<file path="src/hw/rtl/csrspmv_pkg.sv">
// Shared types, constants and helpers of the CSR sparse matrix-vector row accumulator.
// Depends on nothing; every other file of the block imports it.

package csrspmv_pkg;

    localparam int VEC_DEPTH_DEF  = 4096;
    localparam int FRAC_BITS_DEF  = 16;

    localparam int VALUE_W     = 32;
    localparam int OP_W        = 2;
    localparam int IDX_W       = 12;
    localparam int ROW_W       = 16;
    localparam int MODE_W      = 2;
    localparam int ROWS_W      = 17;
    localparam int COLS_W      = 13;
    localparam int ACC_W       = 64;
    localparam int CFG_IDX_W   = 2;
    localparam int CFG_DATA_W  = 32;
    localparam int IDX_CMP_W   = 21;
    localparam int QUEUE_DEPTH = 4;

    localparam logic [ROWS_W-1:0] MAX_ROWS      = ROWS_W'(65536);
    localparam logic [ROWS_W-1:0] NUM_ROWS_RST  = ROWS_W'(1);
    localparam logic [COLS_W-1:0] NUM_COLS_RST  = COLS_W'(4096);

    // Accumulator saturates symmetrically to +-(2^63-1).
    localparam logic signed [ACC_W:0] SUM_MAX = {2'b00, {(ACC_W-1){1'b1}}};
    localparam logic signed [ACC_W:0] SUM_MIN = {2'b11, {(ACC_W-2){1'b0}}, 1'b1};

    localparam logic signed [ACC_W-1:0] VAL_MAX = ACC_W'({1'b0, {(VALUE_W-1){1'b1}}});
    localparam logic signed [ACC_W-1:0] VAL_MIN = -VAL_MAX - ACC_W'(1);

    typedef enum logic [OP_W-1:0] {
        OP_LOAD    = 2'd0,
        OP_ENTRY   = 2'd1,
        OP_ROW_END = 2'd2
    } op_t;

    typedef enum logic [CFG_IDX_W-1:0] {
        CFG_MODE     = 2'd0,
        CFG_NUM_ROWS = 2'd1,
        CFG_NUM_COLS = 2'd2
    } cfg_idx_t;

    typedef enum logic [MODE_W-1:0] {
        MODE_PRODUCT  = 2'd0,
        MODE_ADD      = 2'd1,
        MODE_SUB      = 2'd2,
        MODE_RESIDUAL = 2'd3
    } mode_t;

    // Work kinds after classification in the front end.
    typedef enum logic [1:0] {
        CLS_LOAD    = 2'd0,
        CLS_MAC     = 2'd1,
        CLS_BAD_COL = 2'd2,
        CLS_ROW_END = 2'd3
    } cls_t;

    typedef struct packed {
        cls_t                      cls;
        logic [IDX_W-1:0]          index;
        logic signed [VALUE_W-1:0] value;
        logic signed [VALUE_W-1:0] rhs;
    } work_t;

    typedef struct packed {
        mode_t              mode;
        logic [ROWS_W-1:0]  num_rows;
        logic [COLS_W-1:0]  num_cols;
    } cfg_t;

    // Zero rows acts as one, more than the counter can name acts as the maximum.
    function automatic logic [ROWS_W-1:0] clamp_rows(input logic [ROWS_W-1:0] n);
        logic [ROWS_W-1:0] r;
        r = n;
        if (n == '0)
            r = ROWS_W'(1);
        else if (n > MAX_ROWS)
            r = MAX_ROWS;
        return r;
    endfunction

    function automatic logic signed [ACC_W-1:0] sat_add(
        input logic signed [ACC_W-1:0] a,
        input logic signed [ACC_W-1:0] b
    );
        logic signed [ACC_W:0]   s;
        logic signed [ACC_W-1:0] r;
        s = $signed({a[ACC_W-1], a}) + $signed({b[ACC_W-1], b});
        if (s > SUM_MAX)
            r = SUM_MAX[ACC_W-1:0];
        else if (s < SUM_MIN)
            r = SUM_MIN[ACC_W-1:0];
        else
            r = s[ACC_W-1:0];
        return r;
    endfunction

endpackage

</file>
<file path="src/hw/rtl/csrspmv_if.sv">
// Channel interfaces of the row accumulator: item input, result output, register writes.
// Depends on csrspmv_pkg for field widths.

interface csrspmv_in_if import csrspmv_pkg::*; ();
    logic                      valid;
    logic                      ready;
    logic [OP_W-1:0]           operation;
    logic [IDX_W-1:0]          index;
    logic signed [VALUE_W-1:0] value;
    logic signed [VALUE_W-1:0] rhs_value;

    modport source (output valid, operation, index, value, rhs_value, input ready);
    modport sink   (input valid, operation, index, value, rhs_value, output ready);
endinterface


</file>
<file path="src/hw/rtl/csrspmv_front.sv">
// Front end: accepts input items, classifies them and hands work to the queue.
// Depends on csrspmv_pkg and csrspmv_in_if.

module csrspmv_front import csrspmv_pkg::*; #(
    parameter int VEC_DEPTH = VEC_DEPTH_DEF
) (
    input  logic          clk,
    input  logic          rst_n,
    csrspmv_in_if.sink    item,
    input  cfg_t          cfg,
    output logic          q_push,
    output work_t         q_data,
    input  logic          q_ready
);

    logic  f_valid_reg, f_valid_next;
    work_t f_data_reg;
    work_t cls_data;
    logic  keep;
    logic  accept;
    logic  in_store;
    logic  col_ok;

    assign item.ready = !f_valid_reg || q_ready;
    assign accept     = item.valid && item.ready;
    assign q_push     = f_valid_reg;
    assign q_data     = f_data_reg;

    assign in_store = IDX_CMP_W'(item.index) < IDX_CMP_W'(VEC_DEPTH);
    assign col_ok   = ({1'b0, item.index} < cfg.num_cols) && in_store;

    always_comb
    begin
        cls_data.index = item.index;
        cls_data.value = item.value;
        cls_data.rhs   = item.rhs_value;
        cls_data.cls   = CLS_LOAD;
        keep           = 1'b0;
        unique case (item.operation)
            OP_LOAD:
            begin
                cls_data.cls = CLS_LOAD;
                keep         = in_store;
            end
            OP_ENTRY:
            begin
                cls_data.cls = col_ok ? CLS_MAC : CLS_BAD_COL;
                keep         = 1'b1;
            end
            OP_ROW_END:
            begin
                cls_data.cls = CLS_ROW_END;
                keep         = 1'b1;
            end
            default:
            begin
                // unknown operation: drop
                keep = 1'b0;
            end
        endcase
    end

    always_comb
    begin
        f_valid_next = f_valid_reg;
        if (f_valid_reg && q_ready)
            f_valid_next = 1'b0;
        if (accept)
            f_valid_next = keep;
    end

    always_ff @(posedge clk or negedge rst_n)
    begin
        if (!rst_n)
            f_valid_reg <= 1'b0;
        else
            f_valid_reg <= f_valid_next;
    end

    always_ff @(posedge clk)
    begin
        if (accept)
            f_data_reg <= cls_data;
    end

endmodule

</file>
<file path="src/flat_wrapper.sv">
// flat-port wrapper written by rule: the top's interface ports become plain ports
module csrspmv_front_flat import csrspmv_pkg::*;
#(
    parameter int VEC_DEPTH = VEC_DEPTH_DEF
)
  (clk, rst_n, cfg, q_push, q_data, q_ready, item_valid, item_operation, item_index, item_value, item_rhs_value, item_ready);
  csrspmv_in_if item_i ();
  input  logic clk;
  input  logic rst_n;
  input  cfg_t cfg;
  output logic q_push;
  output work_t q_data;
  input  logic q_ready;
  input wire logic [$bits(item_i.valid)-1:0] item_valid;
  input wire logic [$bits(item_i.operation)-1:0] item_operation;
  input wire logic [$bits(item_i.index)-1:0] item_index;
  input wire logic [$bits(item_i.value)-1:0] item_value;
  input wire logic [$bits(item_i.rhs_value)-1:0] item_rhs_value;
  output wire logic [$bits(item_i.ready)-1:0] item_ready;
  assign item_i.valid = item_valid;
  assign item_i.operation = item_operation;
  assign item_i.index = item_index;
  assign item_i.value = item_value;
  assign item_i.rhs_value = item_rhs_value;
  assign item_ready = item_i.ready;
  csrspmv_front #(.VEC_DEPTH(VEC_DEPTH)) u_core (.clk(clk), .rst_n(rst_n), .item(item_i), .cfg(cfg), .q_push(q_push), .q_data(q_data), .q_ready(q_ready));
endmodule
</file>
<file path="config.mk">
export PLATFORM = sky130hd
export DESIGN_NAME = csrspmv_front_flat
export DESIGN_NICKNAME = d
export VERILOG_FILES = /design/src/hw/rtl/csrspmv_pkg.sv /design/src/hw/rtl/csrspmv_if.sv /design/src/hw/rtl/csrspmv_front.sv /design/src/flat_wrapper.sv
export SDC_FILE = /design/constraint.sdc
export NUM_CORES = 1
export LEC_CHECK = 0
export BUFFER_PORTS_ARGS = -buffer_cell sky130_fd_sc_hd__buf_4
export CAP_MARGIN = 30
export CORE_ASPECT_RATIO = 0.5
export CORE_MARGIN = 2
export CORE_UTILIZATION = 45
export CTS_BUF_LIST = sky130_fd_sc_hd__clkbuf_4
export CTS_CLUSTER_SIZE = 8
export DETAILED_ROUTE_END_ITERATION = 7
export PLACE_DENSITY = 0.92
export SYNTH_ARGS = -nofsm -noshare
export SYNTH_HDL_FRONTEND = slang
export SYNTH_SLANG_ARGS = --single-unit
export TNS_END_PERCENT = 10
</file>
<file path="constraint.sdc">
create_clock -name clk -period 4.14 [get_ports clk]
set_input_delay 0.207 -clock clk [delete_from_list [all_inputs] [get_ports clk]]
set_output_delay 0.207 -clock clk [all_outputs]
set_load 0.05 [all_outputs]
</file>
### Word-level counts from Yosys, hierarchy flattened

Cells that the tools add are included.

* bits of input ports: 114
* word-level logic and storage cells: 20
* register bits after elaboration: 79

* muxes and demuxes: 5
* reduce and logical (&&, ||, !) cells: 7
* magnitude comparators: 1
* equal/unequal tests: 2

Operator list (number)
* < comparator 12 x 13 -> 1 bit: 1
* case mux 2 bit (2 select lines): 1
* two-way mux 1 bit: 3
* OR reduction 3 bit: 1
* == test 2 x 1 -> 1 bit (second input constant): 1
* == test 2 bit (second input constant): 1
* logical AND 1 bit: 2
* zero test 2 bit: 1
* two-way mux 2 bit: 1
* nonzero test 2 bit: 1
* zero test 1 bit: 1
* logical OR 1 bit: 1

### Depth between registers and ports, before layout

Gate-level depths: netlist of the first run.

* word-level depth: 4
* mapped depth: 7

### Worst setup path before layout of the first run

No wires, ideal clock.

* path type: reg2reg
* start point: register u_core.f_valid_reg (netlist: u_core.q_push)
* end point: register u_core.f_data_reg, in the netlist u_core.q_data[0], enable pin
* data arrival time: 2.957 ns
* setup time: 0.445 ns
* setup slack: 0.739 ns
* period minus slack after synthesis: 3.401 ns
* cell stages (with the launch flop): 3
* cell sequence: dfrtp_1 nand2b_1 and2_1

* cells in the longest elaborated chain, start to end: 3

Ends and longest elaborated chain
* from (decl): RTL line csrspmv_front.sv:16 `logic f_valid_reg, f_valid_next;`
* from (signal assigned): RTL line csrspmv_front.sv:77 `f_valid_reg <= f_valid_next;`
* zero test 1 bit: RTL line csrspmv_front.sv:24 `assign item.ready = !f_valid_reg || q_ready;`
* logical OR 1 bit: RTL line csrspmv_front.sv:24
* net item_ready: RTL line flat_wrapper.sv:19 `output wire logic [$bits(item_i.ready)-1:0] item_ready;`
* logical AND 1 bit: RTL line csrspmv_front.sv:25 `assign accept = item.valid && item.ready;`
* net u_core.accept: RTL line csrspmv_front.sv:20 `logic accept;`
* to (signal assigned): RTL line csrspmv_front.sv:83 `f_data_reg <= cls_data;`
* to (decl): RTL line csrspmv_front.sv:17 `work_t f_data_reg;`

The timed path passes the listed nets, and every way through them passes these cells.
A chain may end at the register's enable or synchronous reset.

==> results of run 1 <==
final timing paths:
path	from	endpoint	depth (start not counted)
hold reg to reg	u_core.q_push	u_core.q_push	2
setup / recovery	item_index[11]	u_core.q_data[76]	7
min in group asynchronous	rst_n	u_core.q_push	2
max in group asynchronous	rst_n	u_core.q_push	2
hold / removal	item_valid	u_core.q_push	3
setup reg to reg	u_core.q_push	u_core.q_data[61]	2
power groups by stage:
stage	clock network, W	logic (W)	registers [W]
floorplan	0	0.0000444	0.00113
global placement	0	0.000354	0.000967
detailed placement	0	0.000363	0.000970
CTS	0.000440	0.000423	0.000952
global route	0.000505	0.000451	0.000961
finish	0.000467	0.000436	0.000957
synthesized netlist by cell type (all sizes together):
cell and n:
edfxtp 78, inv 15, ha 14, o21ai 3, a211oi 2, a21oi 2, nand2 2, nor2 2
a31oi 1, a41oi 1, and2 1, dfrtp 1, nand2b 1, nand4b 1, nor3 1, nor3b 1
o211ai 1, o21a 1, o21ba 1, o32a 1, or3 1
cells by family (layout without fill, tap and decap cells):
| kind of cell | count (synthesis) | in the layout | synth area share |
|---|---|---|---|
| buf+inv | 15 | 282 | 0.0204 |
| fa+ha+maj | 14 | 14 | 0.0633 |
| compound gates | 13 | 13 | 0.0330 |
| flops | 79 | 79 | 0.856 |
| simple gates | 10 | 10 | 0.0272 |
worst min-delay path, delay by kind of cell:
| kind | cells | cell delay [ns] |
|---|---|---|
| buffers and inverters | 2 | 0.15 |
| AOI/OAI and AO/OA | 1 | 0.08 |
flip-flops by register name, summed over array words and instances (netlist names):
signal	flops
u_core.q_data	78
u_core.q_push	1
metal layers:
metal	wire length (um)	vias up
li1	-	1025
met1	3570	1161
met2	5370	96
met3	487	28
met4	274	0
met5	0	-
metrics by stage:
| step | util | cells |
|---|---|---|
| detailed placement | 0.694 | 382 |
| global placement | 0.694 | 382 |
| CTS | 0.845 | 475 |
| global route | 0.845 | 475 |
| finish | 0.845 | 475 |
| floorplan | - | 131 |
repair_timing:
action | 4_1_cts | 5_1_grt
hold endpoints to repair | 77 | 0
endpoints found under the setup margin | 0 | 0
hold buffers | 77 | 0
area by class of cell:
| type | instances | area share |
|---|---|---|
| Sequential cell | 79 | 0.467 |
| Timing Repair Buffer | 251 | 0.409 |
| Multi-Input combinational cell | 37 | 0.0678 |
| Tap cell | 77 | 0.0190 |
| Clock buffer | 9 | 0.0133 |
| Clock inverter | 7 | 0.0126 |
| Inverter | 15 | 0.0111 |
==> results.json, run 1 <==
{
  "run_status": "completed",
  "critPathKind": "input port to flip-flop",
  "p_comb_frac": 0.235,
  "grtUsageMet2": 0.529,
  "clkPwrFrac": 0.251,
  "synth_area_leaders": "edfxtp_1 (85%), ha_1 (6.3%), inv_1 (2.0%)",
  "end_kind": "flip-flop",
  "switching_share": 0.305,
  "grt_overflow_total": 0,
  "holdCritPathClass": "input port to flip-flop",
  "antenna_found_initial": 0,
  "vias": 2310,
  "postCtsSetupRepairBufs": 0,
  "rsz0062_at_grt": "no",
  "final_max_slew_viol_count": 0,
  "ctsResizeCount": 0,
  "layout_setup_ws_ns": 2.27,
  "seqPwrFrac": 0.514,
  "start_util": 0.460,
  "antenna_left": 0,
  "synth_area_um2": 2770,
  "pre_cts_ws_ns": 2.42,
  "nNetsFinal": 521,
  "fillers": 293,
  "yosysWarnings": 0,
  "area_growth_pct": 83.4,
  "fin_setup_tns_ns": 0,
  "synth_cell_type_count": 22,
  "wirelength_mm": 9.70,
  "skew_ns": 0.0181,
  "r2r_slack_ns": 2.38,
  "io_pins": 194,
  "dp_hpwl_mm": 5.17,
  "timing.fmax_ghz": 0.534,
  "gr-usage-met3": 0.0941,
  "arrival_ns": 2.06,
  "setup_violations": 0,
  "yosysSeqAreaShare": 0.856,
  "cts_root_buf": "clkbuf_4",
  "cts_max_path_buffers": 2,
  "drtPass1Iterations": 4,
  "die_y_um": 59.4,
  "gp_congestion": 0.799,
  "crit_family": "buffers and inverters",
  "hold_slack_ns": 0.0533,
  "grt_pass1_wl_mm": 13.8,
  "power_w": 0.00186,
  "worst-path-max-fanout": 3,
  "clock_latency_ns": 0.44,
  "die_w_um": 115,
  "cap_violations": 0,
  "hold_viol": 0,
  "crit_path_start_kind": "input port",
  "postLayoutCellArea_um2": 5070,
  "die_area_um2": 6830,
  "cp.buffers_inverters": 2,
  "seq_area_um2": 2370,
  "worstPathCellList": "dlygate4sd3_1 -> buf_4 -> ha_1 -> nand4b_4 -> or3_4 -> a41oi_1 -> nor2_1",
  "multiInputGateArea_um2": 344,
  "grt-busiest-layer": "met2",
  "grt_max_degree": 79,
  "avgSynthCellArea_um2": 21.1,
  "diodes": 0,
  "drive_gt1_frac": 0.482,
  "layout_commonest_cell": "buf_4",
  "powerDensity_nw_per_um2": 367,
  "grt_pass1_vias": 2516,
  "worst_pin_slew_ns": 1.03,
  "ys_ff_latch": 79,
  "fin_crit_sh": 0.452,
  "irDropWorstVdd_mv": 0.181,
  "fin_crit_ns": 1.87,
  "layout_common_cells": "buf_4 (174), edfxtp_1 (78), dlygate4sd3_1 (77), inv_1 (15), ha_1 (14)",
  "vias_per_cell": 4.86,
  "p_leak_nw": 2.23,
  "yosys.area.top_type": "edfxtp_1",
  "cts.htree.levels": 3,
  "num_rows": 20,
  "cts.sinks": 79,
  "cts_tree": "done",
  "worstPathRequired_ns": 4.33,
  "yosys.area.top_type_share": 0.847,
  "coreArea_um2": 6010,
  "wl_per_cell_um": 20.4,
  "critical_path.slowest_cell": "dlygate4sd3_1",
  "syn_inst": 131,
  "track_usage": 0.289,
  "cpPeakStageDelay_ns": 0.54,
  "slew_headroom": 0.315,
  "p_sw_w": 0.000567,
  "place_area_um2": 4170,
  "drt_iter0_drc": 156,
  "io_buffers": 174,
  "clk_pin_slew_ns": 0.13,
  "p_int_w": 0.00129,
  "use_met1": 0.322,
  "syn_nets": 259,
  "drc": 0,
  "cts_buffers": 9
}
(Power assumes the default switching activity.)
==> run 2, diff against run 1 <==
ABC_AREA = 1   (was default)
CORE_UTILIZATION = 42   (was 45)
PLACE_DENSITY = 0.86   (was 0.92)
clock period = 1.9 ns   (was 4.14 ns; I/O delays follow)
==> run 2 against run 1 <==
Net effect: critical path depth rose by 4; combinational power rose by 130%; sequential share of layout area fell by 1.0 points; first-iteration DRC count rose by 16%; final cell count rose by 8.2%; power rose by 120%; critical path type unchanged.
==> results.json, run 2 <==
{
  "run_status": "completed",
  "skew_ns": 0.0146,
  "nNetsFinal": 549,
  "cap_violations": 0,
  "ys.flop_type": "edfxtp_1",
  "yosys.area.top_type_share": 0.838,
  "slew_headroom": 0.701,
  "cp_common_cell": "nand2_1",
  "die_y_um": 61.7,
  "grt_max_degree": 39,
  "cts_root_buf": "clkbuf_4",
  "synth-simple-area-share": 0.0434,
  "io_buffers": 174,
  "largest_reg_flops": 78,
  "yosysWarnings": 0,
  "wirelength_mm": 10.5,
  "cts.sinks": 79,
  "worst-path-max-fanout": 3,
  "fin_setup_tns_ns": 0,
  "setup_violations": 0,
  "avgSynthCellArea_um2": 18.2,
  "diodes": 0,
  "synth_area_leaders": "edfxtp_1 (84%), ha_1 (6.3%), inv_1 (3.2%)",
  "cp_num_cells": 11,
  "yosysSeqAreaShare": 0.847,
  "gp_congestion": 0.816,
  "final_max_slew_viol_count": 0,
  "clock_latency_ns": 0.44,
  "fin_crit_sh": 0.837,
  "layout_commonest_cell": "buf_4",
  "synth_top_family_by_area": "adder cells",
  "grt_overflow_total": 0,
  "syn_nets": 282,
  "synth_cell_type_count": 12,
  "antenna_left": 0,
  "worst_pin_slew_ns": 0.448,
  "rr_worst_depth": 2,
  "layout_setup_ws_ns": 0.310,
  "cp.buffers_inverters": 2,
  "coreArea_um2": 6260,
  "fin_crit_ns": 1.59,
  "synth.most_common_cell": "edfxtp_1",
  "synth_compound_area_frac": 0.0152,
  "critical_path.slowest_cell": "dlygate4sd3_1",
  "drt_iter0_drc": 181,
  "drc": 0,
  "dp_hpwl_mm": 5.46,
  "holdPathStages": 3,
  "crit_family": "buffers and inverters",
  "die_area_um2": 7370,
  "drive_gt1_frac": 0.460,
  "dp.cells": 418,
  "rsz0062_at_grt": "no",
  "synth_edf_count": 78,
  "pre_cts_ws_ns": 0.503,
  "hold_viol": 0,
  "num_rows": 20,
  "syn_inst": 154,
  "muxShareOfSynthArea": 0,
  "grt_pass1_vias": 2608,
  "end_kind": "flip-flop",
  "grt_pass1_wl_mm": 15.0,
  "timing.fmax_ghz": 0.629,
  "fin_util": 0.829,
  "track_usage": 0.291,
  "critPathKind": "input port to flip-flop",
  "final_cells": 514,
  "antenna_found_initial": 0,
  "holdCritPathClass": "input port to flip-flop",
  "irDropWorstVdd_mv": 0.448,
  "vias": 2452,
  "async_flop_share": 0.0127,
  "yosys.area.top_type": "edfxtp_1",
  "crit_path_start_kind": "input port",
  "die_w_um": 119,
  "ys_ff_latch": 79,
  "wl_per_cell_um": 20.4,
  "cpPeakStageDelay_ns": 0.54,
  "p_leak_nw": 2.32,
  "cts_buffers": 9,
  "drtPass1Iterations": 4,
  "cts_tree": "done",
  "synthTopCellsByCount": "edfxtp_1 (78), inv_1 (24), nand2_1 (22), ha_1 (14)",
  "cts.htree.levels": 3,
  "io_pins": 194,
  "start_util": 0.447,
  "synthAdderAreaFrac": 0.0626,
  "power_w": 0.00401,
  "synth_area_um2": 2800,
  "synth-xor-area-share": 0,
  "worstPathCellList": "dlygate4sd3_1 -> buf_4 -> ha_1 -> nand2_1 -> nand2_1 -> nand2_1 -> nand2_1 -> a21oi_2 -> nand2_1 -> nand2_1 -> a21oi_2",
  "vias_per_cell": 4.77,
  "worstPathRequired_ns": 2.11,
  "area_growth_pct": 85.5,
  "clk_pin_slew_ns": 0.13,
  "layout_common_cells": "buf_4 (174), dlygate4sd3_1 (80), edfxtp_1 (78), inv_1 (24), nand2_1 (22)",
  "arrival_ns": 1.80,
  "powerDensity_nw_per_um2": 773,
  "cts_max_path_buffers": 2
}
run 2: changes by cell type after synthesis, moves of 2 or more:
cell      change
nand2_1      +20
inv_1         +9
nand3_1       +4
a211oi_1      -2
a21oi_1       +2
a21oi_2       +2
run 2: final cells by class:
class | count | area, um^2
Clock buffer | 9 | 67.6
Timing Repair Buffer | 256 | 2150
Fill cell | 277 | 1070
Clock inverter | 7 | 55.1
Inverter | 24 | 90.1
Sequential cell | 79 | 2370
Tap cell | 88 | 110
Multi-Input combinational cell | 51 | 350
run 2: per-layer routing:
layer  track usage  wire length [um]
met1         0.305              3630
met2         0.579              5960
met4         0.101               259
met5             0                 0
met3        0.0940               642
run 2: cell families (layout without fill, tap and decap cells):
kind of cell,after synthesis,count (layout)
AOI/OAI and AO/OA,7,7
DFF,79,79
buffers and inverters,24,296
and+or+nand+nor,30,30
adders and majority gates,14,14
run 2: final timing paths:
kind	from	endpoint	slack, ns
worst max-delay path	item_index[10]	u_core.q_data[77]	0.31
worst min-delay path	item_operation[1]	u_core.q_data[77]	0.10
worst max register to register	u_core.q_push	u_core.q_data[56]	0.46
worst min register to register	u_core.q_push	u_core.q_data[76]	0.73
max in group asynchronous	rst_n	u_core.q_push	1.29
min in group asynchronous	rst_n	u_core.q_push	0.49
run 2: worst reg2reg max path: stages, from the launching register on:
cell	delay, ns
dfrtp_2	0.45
a21oi_4	0.39
buf_12	0.28
run 2: repair_timing:
action	4_1_cts	5_1_grt
gates resized for setup	0	0
hold buffers	80	0
buffers inserted	0	0
hold endpoints to repair	78	0
run 2: power breakdown:
part           switching (W)  total, W  internal [W]
registers          0.0000421   0.00208       0.00204
logic               0.000589  0.000987      0.000398
clock network       0.000658  0.000938      0.000280
total                0.00129   0.00401       0.00272
run 2: per-stage QoR:
step | cell area, um^2 | hold WS [ns]
global route | 5190 | 0.0908
floorplan | 2810 | -0.201
CTS | 5190 | 0.0907
finish | 5190 | 0.103
global placement | 4270 | -0.129
detailed placement | 4270 | -0.127
