<file path="config.mk">
export PLATFORM = sky130hd
export DESIGN_NAME = csrspmv_queue
export DESIGN_NICKNAME = d
export VERILOG_FILES = /design/src/hw/rtl/csrspmv_pkg.sv /design/src/hw/rtl/csrspmv_queue.sv
export SDC_FILE = /design/constraint.sdc
export NUM_CORES = 1
export LEC_CHECK = 0
export BUFFER_PORTS_ARGS = -buffer_cell sky130_fd_sc_hd__buf_2
export CAP_MARGIN = 20
export CORE_MARGIN = 5
export CORE_UTILIZATION = 55
export DETAILED_ROUTE_END_ITERATION = 7
export PLACE_DENSITY = 0.75
export SYNTH_ARGS = -nofsm -noshare
export SYNTH_HDL_FRONTEND = slang
export SYNTH_SLANG_ARGS = --single-unit
</file>
<file path="constraint.sdc">
create_clock -name clk -period 4.78 [get_ports clk]
set_input_delay 0 -clock clk [delete_from_list [all_inputs] [get_ports clk]]
set_output_delay 0 -clock clk [all_outputs]
set_load 0.02 [all_outputs]
</file>
<file path="src/hw/rtl/csrspmv_pkg.sv">
// Shared types, constants and helpers of the CSR sparse matrix-vector row accumulator.
// Depends on nothing; every other file of the block imports it.

package csrspmv_pkg;

    localparam int VEC_DEPTH_DEF  = 4096;
    localparam int FRAC_BITS_DEF  = 16;

    localparam int VALUE_W     = 32;
    localparam int OP_W        = 2;
    localparam int IDX_W       = 12;
    localparam int ROW_W       = 16;
    localparam int MODE_W      = 2;
    localparam int ROWS_W      = 17;
    localparam int COLS_W      = 13;
    localparam int ACC_W       = 64;
    localparam int CFG_IDX_W   = 2;
    localparam int CFG_DATA_W  = 32;
    localparam int IDX_CMP_W   = 21;
    localparam int QUEUE_DEPTH = 4;

    localparam logic [ROWS_W-1:0] MAX_ROWS      = ROWS_W'(65536);
    localparam logic [ROWS_W-1:0] NUM_ROWS_RST  = ROWS_W'(1);
    localparam logic [COLS_W-1:0] NUM_COLS_RST  = COLS_W'(4096);

    // Accumulator saturates symmetrically to +-(2^63-1).
    localparam logic signed [ACC_W:0] SUM_MAX = {2'b00, {(ACC_W-1){1'b1}}};
    localparam logic signed [ACC_W:0] SUM_MIN = {2'b11, {(ACC_W-2){1'b0}}, 1'b1};

    localparam logic signed [ACC_W-1:0] VAL_MAX = ACC_W'({1'b0, {(VALUE_W-1){1'b1}}});
    localparam logic signed [ACC_W-1:0] VAL_MIN = -VAL_MAX - ACC_W'(1);

    typedef enum logic [OP_W-1:0] {
        OP_LOAD    = 2'd0,
        OP_ENTRY   = 2'd1,
        OP_ROW_END = 2'd2
    } op_t;

    typedef enum logic [CFG_IDX_W-1:0] {
        CFG_MODE     = 2'd0,
        CFG_NUM_ROWS = 2'd1,
        CFG_NUM_COLS = 2'd2
    } cfg_idx_t;

    typedef enum logic [MODE_W-1:0] {
        MODE_PRODUCT  = 2'd0,
        MODE_ADD      = 2'd1,
        MODE_SUB      = 2'd2,
        MODE_RESIDUAL = 2'd3
    } mode_t;

    // Work kinds after classification in the front end.
    typedef enum logic [1:0] {
        CLS_LOAD    = 2'd0,
        CLS_MAC     = 2'd1,
        CLS_BAD_COL = 2'd2,
        CLS_ROW_END = 2'd3
    } cls_t;

    typedef struct packed {
        cls_t                      cls;
        logic [IDX_W-1:0]          index;
        logic signed [VALUE_W-1:0] value;
        logic signed [VALUE_W-1:0] rhs;
    } work_t;

    typedef struct packed {
        mode_t              mode;
        logic [ROWS_W-1:0]  num_rows;
        logic [COLS_W-1:0]  num_cols;
    } cfg_t;

    // Zero rows acts as one, more than the counter can name acts as the maximum.
    function automatic logic [ROWS_W-1:0] clamp_rows(input logic [ROWS_W-1:0] n);
        logic [ROWS_W-1:0] r;
        r = n;
        if (n == '0)
            r = ROWS_W'(1);
        else if (n > MAX_ROWS)
            r = MAX_ROWS;
        return r;
    endfunction

    function automatic logic signed [ACC_W-1:0] sat_add(
        input logic signed [ACC_W-1:0] a,
        input logic signed [ACC_W-1:0] b
    );
        logic signed [ACC_W:0]   s;
        logic signed [ACC_W-1:0] r;
        s = $signed({a[ACC_W-1], a}) + $signed({b[ACC_W-1], b});
        if (s > SUM_MAX)
            r = SUM_MAX[ACC_W-1:0];
        else if (s < SUM_MIN)
            r = SUM_MIN[ACC_W-1:0];
        else
            r = s[ACC_W-1:0];
        return r;
    endfunction

endpackage

</file>
<file path="src/hw/rtl/csrspmv_queue.sv">
// Short FIFO between front end and back end so each side stalls on its own.
// Depends on csrspmv_pkg for the work item type and depth.

module csrspmv_queue import csrspmv_pkg::*; (
    input  logic  clk,
    input  logic  rst_n,
    input  logic  push,
    input  work_t push_data,
    output logic  push_ready,
    input  logic  pop,
    output work_t pop_data,
    output logic  pop_valid
);

    localparam int PTR_W = $clog2(QUEUE_DEPTH);
    localparam int CNT_W = PTR_W + 1;

    work_t              slots [QUEUE_DEPTH];
    logic [PTR_W-1:0]   wr_ptr_reg, wr_ptr_next;
    logic [PTR_W-1:0]   rd_ptr_reg, rd_ptr_next;
    logic [CNT_W-1:0]   count_reg, count_next;
    logic               do_push, do_pop;

    assign push_ready = count_reg != CNT_W'(QUEUE_DEPTH);
    assign pop_valid  = count_reg != '0;
    assign pop_data   = slots[rd_ptr_reg];
    assign do_push    = push && push_ready;
    assign do_pop     = pop && pop_valid;

    always_comb
    begin
        wr_ptr_next = do_push ? wr_ptr_reg + PTR_W'(1) : wr_ptr_reg;
        rd_ptr_next = do_pop  ? rd_ptr_reg + PTR_W'(1) : rd_ptr_reg;
        count_next  = count_reg + CNT_W'(do_push) - CNT_W'(do_pop);
    end

    always_ff @(posedge clk or negedge rst_n)
    begin
        if (!rst_n)
        begin
            wr_ptr_reg <= '0;
            rd_ptr_reg <= '0;
            count_reg  <= '0;
        end
        else
        begin
            wr_ptr_reg <= wr_ptr_next;
            rd_ptr_reg <= rd_ptr_next;
            count_reg  <= count_next;
        end
    end

    always_ff @(posedge clk)
    begin
        if (do_push)
            slots[wr_ptr_reg] <= push_data;
    end

endmodule

</file>
Word-level counts from Yosys, hierarchy flattened. Memories as Yosys holds them, arrays and structs flattened. Index checks and enable logic that the tools add are counted.

Register bits after elaboration: 7. Memory bits (writable): 312. Output and inout bits: 80. Logic and storage cells: 14. Memories kept: 1.

Add/sub/neg operators: 4. Equality and inequality tests: 1. Mux-type cells: 2. Reductions and logical operators: 3.

Memory list: slots (depth 4, bits a word 78, read ports 1, clocked after memory_dff 0, write ports 1, line csrspmv_queue.sv:18) `work_t slots [QUEUE_DEPTH];`.

Operators by type and width (number): $add 2x1->2 const B (2); $add 3x1->3 (1); $ne 3x3->1 const B (1); $reduce_bool 3->1 (1); $sub 3x1->3 (1); $logic_and 1x1->1 (2); $mux 1 (2).

Logic depth before layout (Yosys ltp). Gate-level depths: netlist of the first run.

Depth in word-level cells: 4. Mapped depth: 9. Mapped depth without buffers: 9.

Least setup slack after synthesis of the first run. Ideal clock, no wire load.

Path type: register -> register. From: register count_reg[2]. To: memory slots[0][0] in the netlist's numbering (enable). Data arrival time: 2555 ps. Required time: 4335 ps. Setup slack: 1779 ps. Stages on the path, launching flop included: 3. Buffers on the path: 0. Period minus slack after synthesis: 3001 ps. Cells stage by stage: dfrtp_1 > nor3b_2 > and3b_1.

Cells in the longest elaborated chain, start to end: 4.

Ends and longest elaborated chain: start: declaration (line csrspmv_queue.sv:21) `logic [CNT_W-1:0] count_reg, count_next;`; start signal: assignment (line csrspmv_queue.sv:49) `count_reg <= count_next;`; $ne 3x3->1 (line csrspmv_queue.sv:24) `assign push_ready = count_reg != CNT_W'(QUEUE_DEPTH);`; $logic_and 1x1->1 (line csrspmv_queue.sv:27) `assign do_push = push && push_ready;`; $mux 1 (line csrspmv_queue.sv:55) `if (do_push)`; $mux 1 (implied by the code) (line csrspmv_queue.sv:56) `slots[wr_ptr_reg] <= push_data;`; end: declaration (line csrspmv_queue.sv:18).

No other way between the ends.

==> flow_summary.json, run 1 <==
{
  "fmax_mhz": 353,
  "syn_area_per_cell_um2": 26.3,
  "max-slew-margin-rel": 0.386,
  "fill_cells": 1315,
  "cts_num_sinks": 319,
  "dieWidth_um": 157,
  "post_cts_resized": 0,
  "end_kind": "output port",
  "critPathSlowestCell": "dfrtp_4",
  "dieHeight_um": 157,
  "ant_nets": 0,
  "clock-root-buffer": "clkbuf_16",
  "grt_overflow": 0,
  "cts_tree": "built",
  "drv_cap": 0,
  "grt_usage": 0.187,
  "cts_hold_buf": 82,
  "required_ns": 4.78,
  "slew_violations": 0,
  "ys_warn_count": 0,
  "wl_per_cell_um": 22.7,
  "hold_violations": 0,
  "p_total_uw": 9210,
  "antenna_found_initial": 2,
  "post-route-drc-count": 0,
  "cp_slowest_stage_delay_ns": 0.87,
  "drt_iter0_markers": 450,
  "path_class": "reg2out",
  "drive_gt1_frac": 0.402,
  "path_max_fanout": 34,
  "hpwlAfterDp_um": 13400,
  "num_rows": 53,
  "postCtsSetupBuffers": 0,
  "rsz0062_at_grt": "no",
  "via_per_inst": 5.62,
  "post-place-ws_ns": 2.27,
  "first_pass_iters": 4,
  "cts.htree.levels": 1,
  "tightestPinTransition_ns": 0.921,
  "cts.reportedPaths.clkPinSlew_ns": 0.06,
  "synth_nets": 538,
  "finalSetupViolations": 0,
  "start_kind": "register",
  "fin_skew_ns": 0.00530,
  "layout.cells.most_common": "edfxtp_1",
  "ys_ff_latch": 319,
  "multi_input_area_um2": 2040,
  "nets": 802,
  "finalCoreUtilization": 0.696,
  "grt_pass1_wl_um": 34800,
  "largest_register_ffs": 312,
  "core_area_um2": 21100,
  "powerDensity_nw_per_um2": 627,
  "wl_um": 22900,
  "setup_tns_ns": 0,
  "synth.distinct_cells": 21,
  "min_period_ns": 2.83,
  "syn-cell-area_um2": 11800,
  "regArea_um2": 9550,
  "post-route-period-util": 0.592,
  "first_global_vias": 6023,
  "path_cells": "buf_4 -> mux4_2 -> buf_2",
  "cts_buffer_depth": 3,
  "irDropWorstVdd_v": 0.000367,
  "outcome": "completed",
  "reg2reg_slack_ns": 2.28,
  "hold_path_class": "in2reg",
  "fin_ws_ns": 1.95,
  "cp_data_arrival_time_ns": 2.83,
  "p_leak_uw": 0.00508,
  "gp_congestion": 0.745,
  "grt_max_degree": 80,
  "worst_skew_pair.late_latency_ns": 0.54,
  "synthCells": 449,
  "ys_seq_area_frac": 0.808,
  "layout_common_cells": "312 x edfxtp_1, 161 x buf_2, 82 x dlygate4sd3_1, 78 x mux4_2, 31 x clkbuf_16",
  "syn_to_final_growth_pct": 24.4,
  "vias": 5679,
  "io_buffers": 161,
  "pin_count": 162,
  "die-area_um2": 24500,
  "start_util": 0.560,
  "cts_buffers": 30
}
==> worst max-delay path, delay by kind of cell (launching register included) <==
family / cells / cell delay (ns)
buffers and inverters: 2 / 0.77
muxes: 1 / 0.62
DFF: 1 / 0.87
==> final timing paths <==
| kind | start | end | cells past startpoint |
|---|---|---|---|
| min in group asynchronous | rst_n | rd_ptr_reg[1]$_DFFE_PN0P_ | 3 |
| worst max register to register | count_reg[2]$_DFF_PN0_ | slots[2][77]$_DFFE_PP_ | 3 |
| worst min-delay path | push_data[3] | slots[0][3]$_DFFE_PP_ | 2 |
| max in group asynchronous | rst_n | rd_ptr_reg[0]$_DFFE_PN0P_ | 3 |
| worst max-delay path | rd_ptr_reg[0]$_DFFE_PN0P_ | pop_data[23] | 3 |
| worst min register to register | wr_ptr_reg[1]$_DFFE_PN0P_ | wr_ptr_reg[1]$_DFFE_PN0P_ | 2 |
==> metal layers <==
| metal | part of all wire | global-route usage | up-vias |
|---|---|---|---|
| li1 | - | - | 2460 |
| met1 | 0.42 | 0.278 | 2951 |
| met2 | 0.49 | 0.295 | 236 |
| met3 | 0.072 | 0.0393 | 32 |
| met4 | 0.015 | 0.0421 | 0 |
| met5 | 0 | 0 | - |
==> cell type report <==
class,count,share of cell area
timing repair buffer,250,0.116
antenna,2,0.000341
inverter,6,0.00153
tap,275,0.0234
clock inverter,17,0.0157
sequential,319,0.650
multi-input combinational,106,0.139
clock buffer,36,0.0541
==> synth_stat cells <==
| cell | number | area share |
|---|---|---|
| edfxtp_1 | 312 | 0.79 |
| mux4_2 | 78 | 0.15 |
| buf_12 | 8 | 0.014 |
| buf_2 | 8 | 0.0034 |
| dfrtp_1 | 7 | 0.015 |
| ha_1 | 6 | 0.0064 |
| inv_1 | 6 | 0.0019 |
| and3b_1 | 4 | 0.0030 |
| nand2b_1 | 4 | 0.0021 |
| xnor2_1 | 3 | 0.0022 |
| nand4bb_1 | 2 | 0.0019 |
| o211ai_1 | 2 | 0.0013 |
| buf_4 | 1 | 0.00064 |
| buf_6 | 1 | 0.00095 |
| fa_1 | 1 | 0.0017 |
| nand2_1 | 1 | 0.00032 |
| nor3b_2 | 1 | 0.0011 |
| o311ai_0 | 1 | 0.00074 |
| o31a_1 | 1 | 0.00074 |
| or3_1 | 1 | 0.00053 |
| xor2_1 | 1 | 0.00074 |
==> cells by family after synthesis <==
family	Yosys count	synth area share
muxes	78	0.149
buffers and inverters	24	0.0204
adders and majority gates	7	0.00805
DFF	319	0.808
AOI/OAI and AO/OA	4	0.00275
and+or+nand+nor	13	0.00890
xor gates and xnor gates	4	0.00297
==> where the power goes <==
| part | internal (uW) | switching (uW) |
|---|---|---|
| Sequential | 3700 | 271 |
| Combinational | 1170 | 1620 |
| Clock | 1500 | 956 |
| Total | 6370 | 2840 |
==> stage by stage <==
| step | instance area [um^2] | hold WS [ns] | instances |
|---|---|---|---|
| finish | 14700 | 0.215 | 1011 |
| global route | 14700 | 0.207 | 1011 |
| CTS | 14700 | 0.190 | 1008 |
| detailed placement | 12800 | -0.155 | 873 |
| global placement | 12800 | -0.159 | 873 |
| floorplan | 11800 | -0.296 | 449 |
Power figures use the tool's default switching activity.
==> run 2, diff against run 1 <==
--- a/config.mk
+++ b/config.mk
@@ -8,9 +8,9 @@
 export BUFFER_PORTS_ARGS = -buffer_cell sky130_fd_sc_hd__buf_2
 export CAP_MARGIN = 20
 export CORE_MARGIN = 5
-export CORE_UTILIZATION = 55
+export CORE_UTILIZATION = 51
 export DETAILED_ROUTE_END_ITERATION = 7
-export PLACE_DENSITY = 0.75
+export PLACE_DENSITY = 0.73
 export SYNTH_ARGS = -nofsm -noshare
 export SYNTH_HDL_FRONTEND = slang
 export SYNTH_SLANG_ARGS = --single-unit
==> constraint.sdc (replaced) <==
create_clock -name clk -period 2.4 [get_ports clk]
set_input_delay 0 -clock clk [delete_from_list [all_inputs] [get_ports clk]]
set_output_delay 0 -clock clk [all_outputs]
set_load 0.02 [all_outputs]
==> flow_summary.json, run 2 (same netlist as run 1, synthesis figures left out) <==
{
  "outcome": "completed",
  "path_max_fanout": 8,
  "power.internal_uw": 12400,
  "core_area_um2": 22700,
  "drt_iter0_markers": 318,
  "layout.cells.most_common": "edfxtp_1",
  "start_util": 0.520,
  "largest_register_ffs": 312,
  "rsz0062_at_grt": "no",
  "pin_count": 162,
  "p_clk_frac": 0.246,
  "start_kind": "register",
  "path_class": "reg2reg",
  "switching_share": 0.312,
  "post-place-ws_ns": -0.00698,
  "first_pass_iters": 4,
  "num_rows": 55,
  "hold_violations": 0,
  "hold_path_class": "in2reg",
  "cts.reportedPaths.clkPinSlew_ns": 0.06,
  "fin_ws_ns": 0.180,
  "antenna_found_initial": 2,
  "drv_cap": 0,
  "hold_start": "push_data[66]",
  "slew_violations": 0,
  "required_ns": 2.86,
  "powerDensity_nw_per_um2": 1220,
  "reg2reg_slack_ns": 0.18,
  "cts_buffers": 31,
  "max-slew-margin-rel": 0.609,
  "dp_cells": 888,
  "cts_buffer_depth": 3,
  "grt_pass1_wl_um": 34800,
  "cts.htree.levels": 1,
  "ant_nets": 0,
  "post-route-drc-count": 0,
  "via_per_inst": 5.45,
  "layoutNonFillerInstCount": 1028,
  "tightestPinTransition_ns": 0.579,
  "cts_num_sinks": 319,
  "fin_skew_ns": 0.0185,
  "p_comb_frac": 0.325,
  "setup_tns_ns": 0,
  "vias": 5599,
  "dieHeight_um": 162,
  "finalSetupViolations": 0,
  "syn_to_final_growth_pct": 24.8,
  "hpwlAfterDp_um": 12700,
  "cts_tree": "built",
  "finalCoreUtilization": 0.649,
  "nets": 808,
  "grt_usage": 0.170,
  "min_period_ns": 2.22,
  "fmax_mhz": 450,
  "io_buffers": 161,
  "worst_skew_pair.late_latency_ns": 0.54,
  "seq_power_share": 0.429,
  "switching_power_uw": 5610,
  "grt_max_degree": 79,
  "p_total_uw": 18000,
  "gp_congestion": 0.791,
  "layout_common_cells": "312 x edfxtp_1, 161 x buf_2, 82 x dlygate4sd3_1, 78 x mux4_2, 31 x clkbuf_16",
  "end_kind": "register",
  "grt_overflow": 0,
  "wl_um": 22000,
  "p_leak_uw": 0.00509,
  "clock-root-buffer": "clkbuf_16",
  "die-area_um2": 26300,
  "min_to": "slots[0][66]$_DFFE_PP_",
  "r2r_end": "count_reg[2]$_DFF_PN0_",
  "irDropWorstVdd_v": 0.00101,
  "wl_per_cell_um": 21.4,
  "dieWidth_um": 162,
  "post-route-period-util": 0.925,
  "hold_path_depth": 2,
  "drive_gt1_frac": 0.402,
  "r2r_start": "count_reg[1]$_DFF_PN0_",
  "r2r_cells": 8,
  "first_global_vias": 6217,
  "cp_data_arrival_time_ns": 2.68
}
run 2: worst max path at each step:
| stage | cells after the start | to | startpoint |
|---|---|---|---|
| final | 8 | count_reg[2]$_DFF_PN0_ | count_reg[1]$_DFF_PN0_ |
| after global routing | 8 | count_reg[2]$_DFF_PN0_ | count_reg[1]$_DFF_PN0_ |
| after CTS | 9 | count_reg[2]$_DFF_PN0_ | count_reg[1]$_DFF_PN0_ |
| after detailed placement | 9 | count_reg[2]$_DFF_PN0_ | count_reg[1]$_DFF_PN0_ |
| after global placement | 9 | count_reg[2]$_DFF_PN0_ | count_reg[1]$_DFF_PN0_ |
| after floorplan | 2 | slots[0][0]$_DFFE_PP_ | count_reg[2]$_DFF_PN0_ |
run 2: cell type report:
cell class	count	area (um^2)
multi-input combinational	106	2050
sequential	319	9550
clock inverter	19	138
timing repair buffer	255	1830
clock buffer	37	798
inverter	6	22.5
tap	285	357
fill	1485	7970
antenna	1	2.50
run 2: worst max-delay path, cell delays in order, from the launching register on:
cell	delay [ns]
dfrtp_1	0.50
o31a_1	0.38
ha_1	0.28
inv_1	0.06
ha_1	0.14
inv_1	0.05
fa_1	0.40
xnor2_1	0.19
xnor2_1	0.14
run 2: power by group through the flow:
stage / logic (uW) / registers [uW] / clock network (uW)
after detailed placement: 5870 / 7840 / 0
after global placement: 5800 / 7740 / 0
final: 5860 / 7720 / 4430
after floorplan: 4280 / 7660 / 0
after CTS: 6010 / 7730 / 4550
after global routing: 6310 / 7820 / 4800
run 2: metal layers:
layer	vias up	track usage	part of all wire
li1	2486	-	-
met1	2893	0.234	0.42
met2	185	0.286	0.50
met3	33	0.0414	0.065
met4	2	0.0288	0.016
met5	-	0	0.00059
run 2: per-stage QoR:
| stage | cell area, um^2 | hold slack [ns] |
|---|---|---|
| 2_1_floorplan | 11800 | -0.296 |
| 5_1_grt | 14700 | 0.193 |
| 3_3_place_gp | 13000 | -0.165 |
| 3_5_place_dp | 13000 | -0.157 |
| 4_1_cts | 14700 | 0.180 |
| 6_report | 14700 | 0.206 |
run 2: what timing repair did:
action	in CTS	in global routing
setup buffers	0	1
endpoints found under the hold margin	324	0
resized for setup	1	0
hold buffers	82	0
endpoints found under the setup margin	1	1
pin swaps	0	1
==> run 3, diff against run 2 <==
--- a/config.mk
+++ b/config.mk
@@ -7,8 +7,8 @@
 export LEC_CHECK = 0
 export BUFFER_PORTS_ARGS = -buffer_cell sky130_fd_sc_hd__buf_2
 export CAP_MARGIN = 20
-export CORE_MARGIN = 5
 export CORE_UTILIZATION = 51
+export CTS_CLUSTER_SIZE = 10
 export DETAILED_ROUTE_END_ITERATION = 7
 export PLACE_DENSITY = 0.73
 export SYNTH_ARGS = -nofsm -noshare
==> flow_summary.json, run 3 (same netlist as run 1, synthesis figures left out) <==
{
  "outcome": "completed",
  "worst_skew_pair.late_latency_ns": 0.50,
  "grt_usage": 0.191,
  "fin_skew_ns": 0.0142,
  "min_to": "slots[1][14]$_DFFE_PP_",
  "fill_cells": 1435,
  "drt_iter0_markers": 354,
  "irDropWorstVdd_v": 0.000749,
  "io_buffers": 161,
  "required_ns": 2.81,
  "ant_nets": 0,
  "rsz0062_at_grt": "no",
  "min_period_ns": 2.26,
  "core_area_um2": 22600,
  "syn_to_final_growth_pct": 26.1,
  "cts_buffers": 38,
  "nets": 820,
  "start_util": 0.522,
  "p_total_uw": 18500,
  "post-route-drc-count": 0,
  "drive_gt1_frac": 0.405,
  "r2r_end": "count_reg[2]$_DFF_PN0_",
  "dieWidth_um": 154,
  "cts_num_sinks": 319,
  "p_leak_uw": 0.00517,
  "largest_register_ffs": 312,
  "wl_per_cell_um": 21.1,
  "layout.cells.most_common": "edfxtp_1",
  "r2r_start": "count_reg[1]$_DFF_PN0_",
  "multi_input_area_um2": 2050,
  "path_class": "reg2reg",
  "hold_path_depth": 2,
  "end_kind": "register",
  "cts.htree.levels": 2,
  "path_cells": "o31a_1 -> ha_1 -> inv_1 -> ha_1 -> inv_1 -> fa_1 -> xnor2_1 -> xnor2_1",
  "setup_tns_ns": 0,
  "cp_data_arrival_time_ns": 2.66,
  "hold_path_class": "in2reg",
  "max-slew-margin-rel": 0.686,
  "antenna_found_initial": 1,
  "r2r_cells": 8,
  "first_global_vias": 6291,
  "dieHeight_um": 154,
  "grt_max_degree": 50,
  "wl_um": 21800,
  "critPathSlowestCell": "dfrtp_1",
  "via_per_inst": 5.46,
  "hpwlAfterDp_um": 12200,
  "slew_violations": 0,
  "pin_count": 162,
  "fmax_mhz": 443,
  "gp_congestion": 0.785,
  "die-area_um2": 23800,
  "post-route-period-util": 0.940,
  "first_pass_iters": 4,
  "cp_slowest_stage_delay_ns": 0.49,
  "diodes": 0,
  "grt_overflow": 0,
  "cts_buffer_depth": 3,
  "tightestPinTransition_ns": 0.472,
  "drv_cap": 0,
  "vias": 5656,
  "clock-root-buffer": "clkbuf_16",
  "cts.reportedPaths.clkPinSlew_ns": 0.05,
  "fin_hold_ws_ns": 0.248,
  "finalSetupViolations": 0,
  "powerDensity_nw_per_um2": 1250,
  "path_max_fanout": 8,
  "cts_tree": "built",
  "layout_common_cells": "312 x edfxtp_1, 161 x buf_2, 82 x dlygate4sd3_1, 78 x mux4_2, 39 x clkbuf_16",
  "reg2reg_slack_ns": 0.14,
  "start_kind": "register",
  "regArea_um2": 9550,
  "grt_pass1_wl_um": 34200,
  "hold_violations": 0,
  "num_rows": 55,
  "hold_start": "push_data[14]"
}
==> run 3: how the worst max path moves through the flow <==
stage                                      start                     end  slack [ns]  cells after the start
after global routing      count_reg[1]$_DFF_PN0_  count_reg[2]$_DFF_PN0_        0.05                      8
after detailed placement  count_reg[1]$_DFF_PN0_  count_reg[2]$_DFF_PN0_        0.02                      9
after global placement    count_reg[1]$_DFF_PN0_  count_reg[2]$_DFF_PN0_        0.18                      9
after floorplan           count_reg[2]$_DFF_PN0_   slots[0][0]$_DFFE_PP_        0.27                      2
after CTS                 count_reg[1]$_DFF_PN0_  count_reg[2]$_DFF_PN0_        0.06                      9
final                     count_reg[1]$_DFF_PN0_  count_reg[2]$_DFF_PN0_        0.14                      8
==> run 3: area by class of cell <==
class	instances	share of cell area
well taps	285	0.0240
inverters	6	0.00151
multi-input cells	106	0.137
clock buffers	57	0.0701
flip-flops and latches	319	0.642
clock inverters	2	0.00118
repair buffers	260	0.124
==> run 3: metrics by stage <==
stage               cell area [um^2]  setup slack (ns)  std cells  utilization
CTS                            14900            0.0632       1033        0.657
finish                         14900             0.144       1035        0.658
floorplan                      11800             0.274        449            -
detailed placement             13000            0.0242        891        0.573
global placement               13000             0.180        891        0.573
global route                   14900            0.0484       1035        0.658
==> run 3: repair_timing <==
item | in CTS | in global routing
gates resized for setup | 1 | 0
hold endpoints to repair | 323 | 0
hold buffers | 82 | 0
setup buffers | 1 | 2
setup endpoints to repair | 2 | 1
pin swaps | 0 | 1
==> run 3: where the power goes <==
part	internal, uW	switching (uW)
clock network	2970	1970
registers	7360	460
logic	2520	3270
==> run 3: layer usage <==
| layer | track usage | routed length [um] | up-vias |
|---|---|---|---|
| met5 | 0 | 13 | - |
| met4 | 0.0676 | 509 | 2 |
| met3 | 0.0457 | 1280 | 47 |
| met2 | 0.329 | 11200 | 174 |
| met1 | 0.238 | 8810 | 2934 |
| li1 | - | - | 2499 |
==> run 3: critical path, delay by kind of cell (launching register included) <==
| family | cells | cell delay (ns) |
|---|---|---|
| AOI/OAI and AO/OA | 1 | 0.39 |
| xor gates and xnor gates | 2 | 0.35 |
| adders and majority gates | 3 | 0.81 |
| buffers and inverters | 2 | 0.11 |
| DFF | 1 | 0.49 |
